`config.mk`:
```
export PLATFORM = sky130hd
export DESIGN_NAME = extended_float_adder
export DESIGN_NICKNAME = d
export VERILOG_FILES = /design/src/rtl/efa_pkg.sv /design/src/rtl/extended_float_adder.sv /design/src/rtl/efa_align.sv /design/src/rtl/efa_addsub.sv /design/src/rtl/efa_norm.sv
export SDC_FILE = /design/constraint.sdc
export NUM_CORES = 2
export LEC_CHECK = 0
export BUFFER_PORTS_ARGS = -buffer_cell sky130_fd_sc_hd__buf_4
export CORE_MARGIN = 2
export CORE_UTILIZATION = 55
export DETAILED_ROUTE_END_ITERATION = 7
export MAX_ROUTING_LAYER = met4
export PLACE_DENSITY = 0.75
export SLEW_MARGIN = 5
export SYNTH_ARGS = -nofsm -noshare
export SYNTH_HDL_FRONTEND = slang
export SYNTH_SLANG_ARGS = --single-unit
```
`constraint.sdc`:
```
create_clock -name clk_i -period 8.9 [get_ports clk_i]
set_input_delay 0.445 -clock clk_i [delete_from_list [all_inputs] [get_ports clk_i]]
set_output_delay 0.445 -clock clk_i [all_outputs]
set_load 0.02 [all_outputs]
```
`src/rtl/efa_pkg.sv`:
```
`timescale 1ns / 1ps
// ----------------------------------------------------------------------------
// efa_pkg
// Types and constants shared by the extended float adder pipeline.
// ----------------------------------------------------------------------------
package efa_pkg;

  localparam logic [14:0] ExpMax     = 15'h7FFF;
  localparam logic [63:0] IntBit     = 64'h8000_0000_0000_0000;
  localparam logic [63:0] Indefinite = 64'hC000_0000_0000_0000;
  localparam logic [62:0] FracMask   = 63'h7FFF_FFFF_FFFF_FFFF;

  typedef struct packed {
    logic        a_sign;
    logic [14:0] a_exp;
    logic [63:0] a_significand;
    logic        b_sign;
    logic [14:0] b_exp;
    logic [63:0] b_significand;
  } efa_req_t;

  typedef struct packed {
    logic        sum_sign;
    logic [14:0] sum_exponent;
    logic [63:0] sum_significand;
  } efa_rsp_t;

  // stage 1 -> stage 2: aligned operands or an early result
  typedef struct packed {
    logic        done;
    efa_rsp_t    early;
    logic        sub;
    logic        sign;
    logic [14:0] exponent;
    logic [63:0] big_m;
    logic [63:0] small_m;
    logic [5:0]  shamt;
    logic        zero_small;
  } efa_s1_t;

  // stage 2 -> stage 3: raw sum with leading zero count
  typedef struct packed {
    logic        done;
    efa_rsp_t    early;
    logic        sign;
    logic [14:0] exponent;
    logic [63:0] mag;
    logic [6:0]  lz;
  } efa_s2_t;

endpackage

```
`src/rtl/extended_float_adder.sv`:
```
`timescale 1ns / 1ps
// ----------------------------------------------------------------------------
// extended_float_adder
// Truncating adder for 80-bit x87 extended floats.
// ----------------------------------------------------------------------------
// Three register stages (special cases and ordering, align and add with
// leading zero count, normalize) take one request per cycle while the
// output accepts; each result is offered from the normalize stage
// register. A stall at the output holds every full stage while empty
// stages keep filling, and input ready follows output ready
// combinationally through the stage enables.
module extended_float_adder import efa_pkg::*; (
  input  logic     clk_i,
  input  logic     rst_ni,
  input  logic     in_valid_i,
  output logic     in_ready_o,
  input  efa_req_t in_data_i,
  output logic     out_valid_o,
  input  logic     out_ready_i,
  output efa_rsp_t out_data_o
);

  efa_s1_t  s1_d, s1_q;
  efa_s2_t  s2_d, s2_q;
  efa_rsp_t r_d, r_q;
  logic     v1_q, v2_q, v3_q, en1, en2, en3;

  efa_align  u_align  (.req_i(in_data_i), .s1_o(s1_d));
  efa_addsub u_addsub (.s1_i(s1_q), .s2_o(s2_d));
  efa_norm   u_norm   (.s2_i(s2_q), .rsp_o(r_d));

  assign en3 = !v3_q || out_ready_i;
  assign en2 = !v2_q || en3;
  assign en1 = !v1_q || en2;
  assign in_ready_o  = en1;
  assign out_valid_o = v3_q;
  assign out_data_o  = r_q;

  always_ff @(posedge clk_i or negedge rst_ni) begin
    if (!rst_ni) begin
      v1_q <= 1'b0;
      v2_q <= 1'b0;
      v3_q <= 1'b0;
    end else begin
      if (en1) v1_q <= in_valid_i;
      if (en2) v2_q <= v1_q;
      if (en3) v3_q <= v2_q;
    end
  end

  always_ff @(posedge clk_i) begin
    if (en1) s1_q <= s1_d;
    if (en2) s2_q <= s2_d;
    if (en3) r_q  <= r_d;
  end

endmodule

```
`src/rtl/efa_align.sv`:
```
`timescale 1ns / 1ps
// ----------------------------------------------------------------------------
// efa_align
// Special case detection, operand ordering and exponent difference.
// ----------------------------------------------------------------------------
module efa_align import efa_pkg::*; (
  input  efa_req_t req_i,
  output efa_s1_t  s1_o
);

  logic        a_spec, b_spec, a_nan, b_nan, diff, a_big;
  logic [63:0] am, bm;
  logic [15:0] e_inc;
  logic [14:0] d;

  always_comb begin
    am     = {1'b0, req_i.a_significand[63:1]};
    bm     = {1'b0, req_i.b_significand[63:1]};
    a_spec = req_i.a_exp == ExpMax;
    b_spec = req_i.b_exp == ExpMax;
    a_nan  = a_spec && (req_i.a_significand[62:0] & FracMask) != '0;
    b_nan  = b_spec && (req_i.b_significand[62:0] & FracMask) != '0;
    diff   = req_i.a_sign ^ req_i.b_sign;
    e_inc  = {1'b0, req_i.a_exp} + 16'd1;
    a_big  = (req_i.a_exp != req_i.b_exp) ?
             (req_i.a_exp > req_i.b_exp) : (am > bm);
    d      = a_big ? req_i.a_exp - req_i.b_exp
                   : req_i.b_exp - req_i.a_exp;

    s1_o            = '0;
    s1_o.done       = 1'b1;
    s1_o.sub        = diff;
    s1_o.sign       = a_big ? req_i.a_sign : req_i.b_sign;
    s1_o.exponent   = a_big ? req_i.a_exp : req_i.b_exp;
    s1_o.big_m      = a_big ? am : bm;
    s1_o.small_m    = a_big ? bm : am;
    s1_o.shamt      = d[5:0];
    s1_o.zero_small = d > 15'd63;

    priority if (a_nan || (a_spec && !b_spec) ||
                 (a_spec && b_spec && !diff && !b_nan)) begin
      s1_o.early = '{req_i.a_sign, req_i.a_exp, req_i.a_significand};
    end else if (b_nan || (b_spec && !a_spec)) begin
      s1_o.early = '{req_i.b_sign, req_i.b_exp, req_i.b_significand};
    end else if (a_spec && b_spec) begin
      s1_o.early = '{1'b1, ExpMax, Indefinite};
    end else if (am == '0 && bm == '0) begin
      s1_o.early = '{req_i.a_sign & req_i.b_sign, 15'd0, 64'd0};
    end else if (req_i.a_exp == req_i.b_exp && am == bm) begin
      if (diff) begin
        s1_o.early = '0;
      end else if (e_inc >= {1'b0, ExpMax}) begin
        s1_o.early = '{req_i.a_sign, ExpMax, IntBit};
      end else begin
        s1_o.early = '{req_i.a_sign, e_inc[14:0], {am[62:0], 1'b0}};
      end
    end else begin
      s1_o.done = 1'b0;
    end
  end

endmodule

```
`src/rtl/efa_addsub.sv`:
```
`timescale 1ns / 1ps
// ----------------------------------------------------------------------------
// efa_addsub
// Alignment shift, magnitude add or subtract, leading zero count.
// ----------------------------------------------------------------------------
module efa_addsub import efa_pkg::*; (
  input  efa_s1_t s1_i,
  output efa_s2_t s2_o
);

  logic [63:0] shifted, mag;

  always_comb begin
    shifted = s1_i.zero_small ? 64'd0 : (s1_i.small_m >> s1_i.shamt);
    mag     = s1_i.sub ? s1_i.big_m - shifted : s1_i.big_m + shifted;
    s2_o          = '0;
    s2_o.done     = s1_i.done;
    s2_o.early    = s1_i.early;
    s2_o.sign     = s1_i.sign;
    s2_o.exponent = s1_i.exponent;
    s2_o.mag      = mag;
    s2_o.lz       = 7'd64;
    for (int i = 0; i < 64; i++) begin
      if (mag[i]) s2_o.lz = 7'(63 - i);
    end
  end

endmodule

```
`src/rtl/efa_norm.sv`:
```
`timescale 1ns / 1ps
// ----------------------------------------------------------------------------
// efa_norm
// Normalizing shift, exponent adjust, overflow and underflow.
// ----------------------------------------------------------------------------
module efa_norm import efa_pkg::*; (
  input  efa_s2_t  s2_i,
  output efa_rsp_t rsp_o
);

  logic signed [17:0] e;

  always_comb begin
    e = $signed({3'b0, s2_i.exponent}) + 18'sd1 - $signed({11'b0, s2_i.lz});
    if (s2_i.done) begin
      rsp_o = s2_i.early;
    end else if (s2_i.mag == '0) begin
      rsp_o = '0;
    end else if (e >= $signed({3'b0, ExpMax})) begin
      rsp_o = '{s2_i.sign, ExpMax, IntBit};
    end else if (e < 18'sd1) begin
      rsp_o = '{s2_i.sign, 15'd0, 64'd0};
    end else begin
      rsp_o = '{s2_i.sign, e[14:0], s2_i.mag << s2_i.lz[5:0]};
    end
  end

endmodule

```
; Yosys cells after proc, flatten, opt, wreduce, memory -nomap -nowiden
; Cells that the tools add are included.
[word_totals]
word_cells = 170
memories = 0
ramBits = 0
romBits = 0
out_inout_bits = 82
ff_bits = 484
latch_bits = 0
[op_classes]
order_cmp = 6
n_eq_ne = 5
n_reduce_logical = 34
multipliers = 0
n_bitwise = 2
n_mux = 83
n_addsub = 7
shifts = 2
div = 0
[ops]
columns = operator, n
row1 = 80-bit two-way mux, 8
row2 = 79-bit two-way mux, 3
row3 = 6-bit two-way mux, 31
row4 = 64-bit two-way mux, 2
row5 = 63-bit logical NOT, 2
row6 = 63-bit two-way mux, 2
row7 = 63-bit nonzero test, 2
row8 = 5-bit two-way mux, 16
row9 = 64-bit adder, 1
row10 = 64-bit logical NOT, 1
row11 = 64-bit by 6-bit left shift with 64-bit output, 1
row12 = 64-bit by 6-bit >> shifter with 64-bit output, 1
row13 = 64-bit subtractor, 1
row14 = 63-bit equality test, 1
row15 = 63-bit greater-than comparator, 1
row16 = 63-bit OR reduction, 1
row17 = "15-bit by 1-bit adder with 16-bit output, second input constant", 2
row18 = 4-bit two-way mux, 8
row19 = 32-bit OR reduction, 1
row20 = "15-bit equality test, second input constant", 2
row21 = 15-bit two-way mux, 2
row22 = 15-bit subtractor, 2
row23 = "18-bit by 16-bit >= comparator with 1-bit output, second input constant", 1
row24 = "18-bit by 2-bit less-than comparator with 1-bit output, second input constant", 1
row25 = 19 further kinds, 46

; Depth between registers and ports, before layout
[depth]
depth_word = 67
mapped_depth = 35
ltp_nobuf = 29

; Hierarchy
; Synthesis repeated with hierarchy kept, for this count alone.
[hier_totals]
hier_cells = 3862
area_unflattened_um2 = 40106.0
[modules_own_cells]
columns = mod, n_inst, area_each_um2, cells_per_inst
row1 = extended_float_adder, 1, 14570.2, 491
row2 = efa_addsub, 1, 12431.9, 1606
row3 = efa_align, 1, 6829.0, 1014
row4 = efa_norm, 1, 6274.8, 751

; Worst setup path after synthesis
; No wires, ideal clock.
[synth_timing]
kind = register -> register
startpoint = register v3_q, in the netlist out_valid_o
endpoint = register s1_q[0] in the netlist's numbering, enable pin
stages_incl_launch_ff = 2
setup_slack_ns = -1.041
arrival_ns = 7.012
setup_time_ns = 2.929
cell_sequence = dfrtp_1 nand4b_1
[synth_via]
elab_chain_len = 4
[synth_rtl]
columns = element, line_no
row1 = start: declaration, extended_float_adder.sv:26  ; logic v1_q, v2_q, v3_q, en1, en2, en3;
row2 = start signal: assignment, extended_float_adder.sv:47  ; if (en3) v3_q <= v2_q;
row3 = 1-bit logical NOT, extended_float_adder.sv:32  ; assign en3 = !v3_q || out_ready_i;
row4 = 1-bit logical OR, extended_float_adder.sv:32
row5 = 1-bit logical OR, extended_float_adder.sv:33  ; assign en2 = !v2_q || en3;
row6 = 1-bit logical OR, extended_float_adder.sv:34  ; assign en1 = !v1_q || en2;
row7 = net in_ready_o, extended_float_adder.sv:16  ; output logic in_ready_o,
row8 = end signal: assignment, extended_float_adder.sv:52  ; if (en1) s1_q <= s1_d;
row9 = end: declaration, extended_float_adder.sv:23  ; efa_s1_t s1_d, s1_q;
; The timed path passes the listed nets, and every way through them passes these cells.
; A chain may end at the register's enable or synchronous reset.

; Worst setup path after layout
[layout_timing]
startpoint = register s1_q[1] in the netlist's numbering
endpoint = register s2_q[0] in the netlist's numbering, data pin
[layout_via]
elab_chain_len = 67
[layout_rtl]
columns = element, line_no
row1 = 64-bit by 6-bit >> shifter with 64-bit output *, efa_addsub.sv:14  ; shifted = s1_i.zero_small ? 64'd0 : (s1_i.small_m >> s1_i.shamt);
row2 = 64-bit two-way mux *, efa_addsub.sv:14
row3 = 64-bit adder / 64-bit subtractor (equally long branches), efa_addsub.sv:15  ; mag = s1_i.sub ? s1_i.big_m - shifted : s1_i.big_m + shifted;
row4 = 64-bit two-way mux *, efa_addsub.sv:15
row5 = 7-bit two-way mux, efa_addsub.sv:24  ; if (mag[i]) s2_o.lz = 7'(63 - i);
row6 = 6-bit two-way mux (31 in series), efa_addsub.sv:24
row7 = 5-bit two-way mux (16 in series), efa_addsub.sv:24
row8 = 4-bit two-way mux (8 in series), efa_addsub.sv:24
row9 = 3-bit two-way mux (4 in series), efa_addsub.sv:24
row10 = 2-bit two-way mux (2 in series), efa_addsub.sv:24
row11 = 1-bit two-way mux, efa_addsub.sv:24
row12 = end signal: assignment, extended_float_adder.sv:53  ; if (en2) s2_q <= s2_d;
row13 = end: declaration, extended_float_adder.sv:24  ; efa_s2_t s2_d, s2_q;
; Every way passes the cells marked *; elsewhere a longest branch is shown, timed or not.

==> impl_metrics.ini <==
[outcome]
outcome = complete, no violations

[logic_synthesis]
ys.flop_type = edfxtp_1
yosysWarnings = 0
synth_area_sq_um = 37800
synth_edf_count = 479
postSynthCellCount = 3827
synth-seq-area-share_pct = 38.2
synthArstFlopShare_pct = 0.622
synth_nets = 4162
ys_seq_elements = 482
syn_avg_cell_area_sq_um = 9.88
synth.distinct_cells = 122

[sta]
max_freq_mhz = 120
skew_ns = 0.0358
rsz0062_at_grt = no
tightest_slew_ns = 1.25
finalSetupViolCount = 0
layout_setup_ws_ns = 0.576
relSlewSlack_pct = 15.7
min_period_over_period_pct = 93.5
finalMaxSlewViolations = 0
post-route-min-period_ns = 8.32
setup_tns_ns = 0
hold_viol_final = 0

[floorplanning]
ios = 246
die_width_microns = 266
fp.coreArea_sq_um = 68300
initial_utilization_pct = 55.3
core.rowCount = 96
fp.dieH_microns = 266
dieArea_sq_um = 70900

[clocking]
h-tree-depth = 2
cts_num_sinks = 482
cts_tree = built
cts_buffer_depth = 3
root_buffer = clkbuf_16
clkTransAtPathRegs_ns = 0.06
cts_buffers = 51
clk_latency_ns = 0.64

[placement]
gp_congestion = 1.04
hpwlAfterDp_microns = 113000
port_buffers = 245
dp_slack_ns = 0.568

[global_route]
grt_pass1_wl_microns = 205000
track_usage_pct = 40.9
grt_max_degree = 170
gr-total-overflow = 0
antenna_found_initial = 11
grt_pass1_vias = 30400

[final_layout]
final_common_cell = edfxtp_1
drive_gt1_share_pct = 18.3
mostFrequentLayoutCells = edfxtp_1 (479), nand2_1 (425), buf_4 (327)
syn2layout_area_growth_pct = 12.4
final_nets = 4340
fin_util_pct = 62.2

[detailed_routing]
num_vias = 33400
drt_iter0_drc = 4452
wl_microns = 144000
firstDrtPassIters = 8
postRouteAntennaNets = 0
drc = 0
viasPerCell = 6.77
routedWlPerCell_microns = 29.1

[power_and_ir_drop]
p_leak_nw = 17.0
power.density_nw_per_um2 = 270
peakVddDrop_uv = 186

[setup_path]
worstSetupStartpointType = flip-flop
cpMostUsedCell = nor2_1
crit_path_end_kind = flip-flop
cp_num_buf_inv = 5
cp_max_fo = 35
max_stage_delay_ns = 0.58
cpMaxStageDelayCell = mux4_2
cp_top_family = compound AO/OA/AOI/OAI gates
worstSetupPathType = reg -> reg
crit_arrival_ns = 8.79
cp.required_ns = 9.37

[hold_path]
worstHoldPathType = in -> reg

[flow_run]
max_cap_violations = 0
-- per-layer routing --
| metal | global-route usage [%] | wire, microns |
|---|---|---|
| met3 | 8.78 | 15400 |
| met5 | - | 0 |
| met2 | 58.5 | 61700 |
| met1 | 54.1 | 57300 |
| met4 | 22.2 | 9260 |
-- worst min-delay path, cell delays in order --
cell,delay (ns)
buf_4,0.11
nand2_1,0.04
o21ai_0,0.06
-- synth_stat cells (all sizes together) (43+ instances only) --
master  count  area, sq um
edfxtp    479        14400
nand2     426         1600
nor2      305         1150
o21ai     295         1480
a21oi     204         1020
inv       187          702
ha        167         2090
clkbuf    143          537
mux2i     135         1360
mux2      122         1370
mux4      122         2750
a22o      105          920
nor4       83          549
xnor2      78          691
a21o       77          578
buf        69          400
nand3      64          325
nor3       61          322
nand4      51          334
xor2       43          377
-- metrics by stage --
stage	std cells	power [mW]	hold WS [ns]	area (sq um)
5_1_grt	4937	12.0	0.157	42500
3_3_place_gp	4830	9.00	0.238	40600
3_5_place_dp	4830	9.02	0.238	40600
6_report	4938	11.5	0.140	42500
2_1_floorplan	3827	7.10	0.149	37800
4_1_cts	4925	11.3	0.121	42400
-- sequential cells by signal, indices dropped and copies added (netlist names) --
name,cells
out_data_o,80
out_valid_o,1
s1_q,231
s2_q,168
v1_q,1
v2_q,1
-- power breakdown --
part,total [mW],switching (mW),internal (mW)
combinational,5.68,3.50,2.17
clock,2.31,0.973,1.33
sequential,3.50,0.393,3.11
-- final cells by class --
cell class	instances	area, sq um
clock buffers	59	1310
well taps	882	1100
repair buffers	337	2640
inverters	188	706
multi-input cells	2945	21800
diodes	11	27.5
fillers	5692	25800
clock inverters	34	504
flip-flops and latches	482	14500
-- worst paths after layout --
kind	from	end	slack, ns	cells after the start
min	in_data_i[99]	s1_q[25]	0.14	3
min in group asynchronous	rst_ni	v1_q	0.16	2
max reg2reg	s1_q[1]	s2_q[0]	0.58	29
min reg2reg	s1_q[142]	s2_q[78]	0.41	0
max in group asynchronous	rst_ni	out_valid_o	8.63	2
max	s1_q[1]	s2_q[0]	0.58	29
-- repair_timing --
action / in CTS / in global routing
gates resized for setup: 0 / 1
buffers inserted: 0 / 2
endpoints found under the setup margin: 0 / 1
hold buffers: 2 / 0
endpoints found under the hold margin: 4 / 0
-- kinds of logic after synthesis --
logic type	share of synthesized area, %
compound gates	18.8
mux	14.5
simple gates	15.6
xor+xnor	2.82
flops	38.2
fa+ha+maj	5.74
buf+inv	4.34
(Power assumes the default switching activity.)
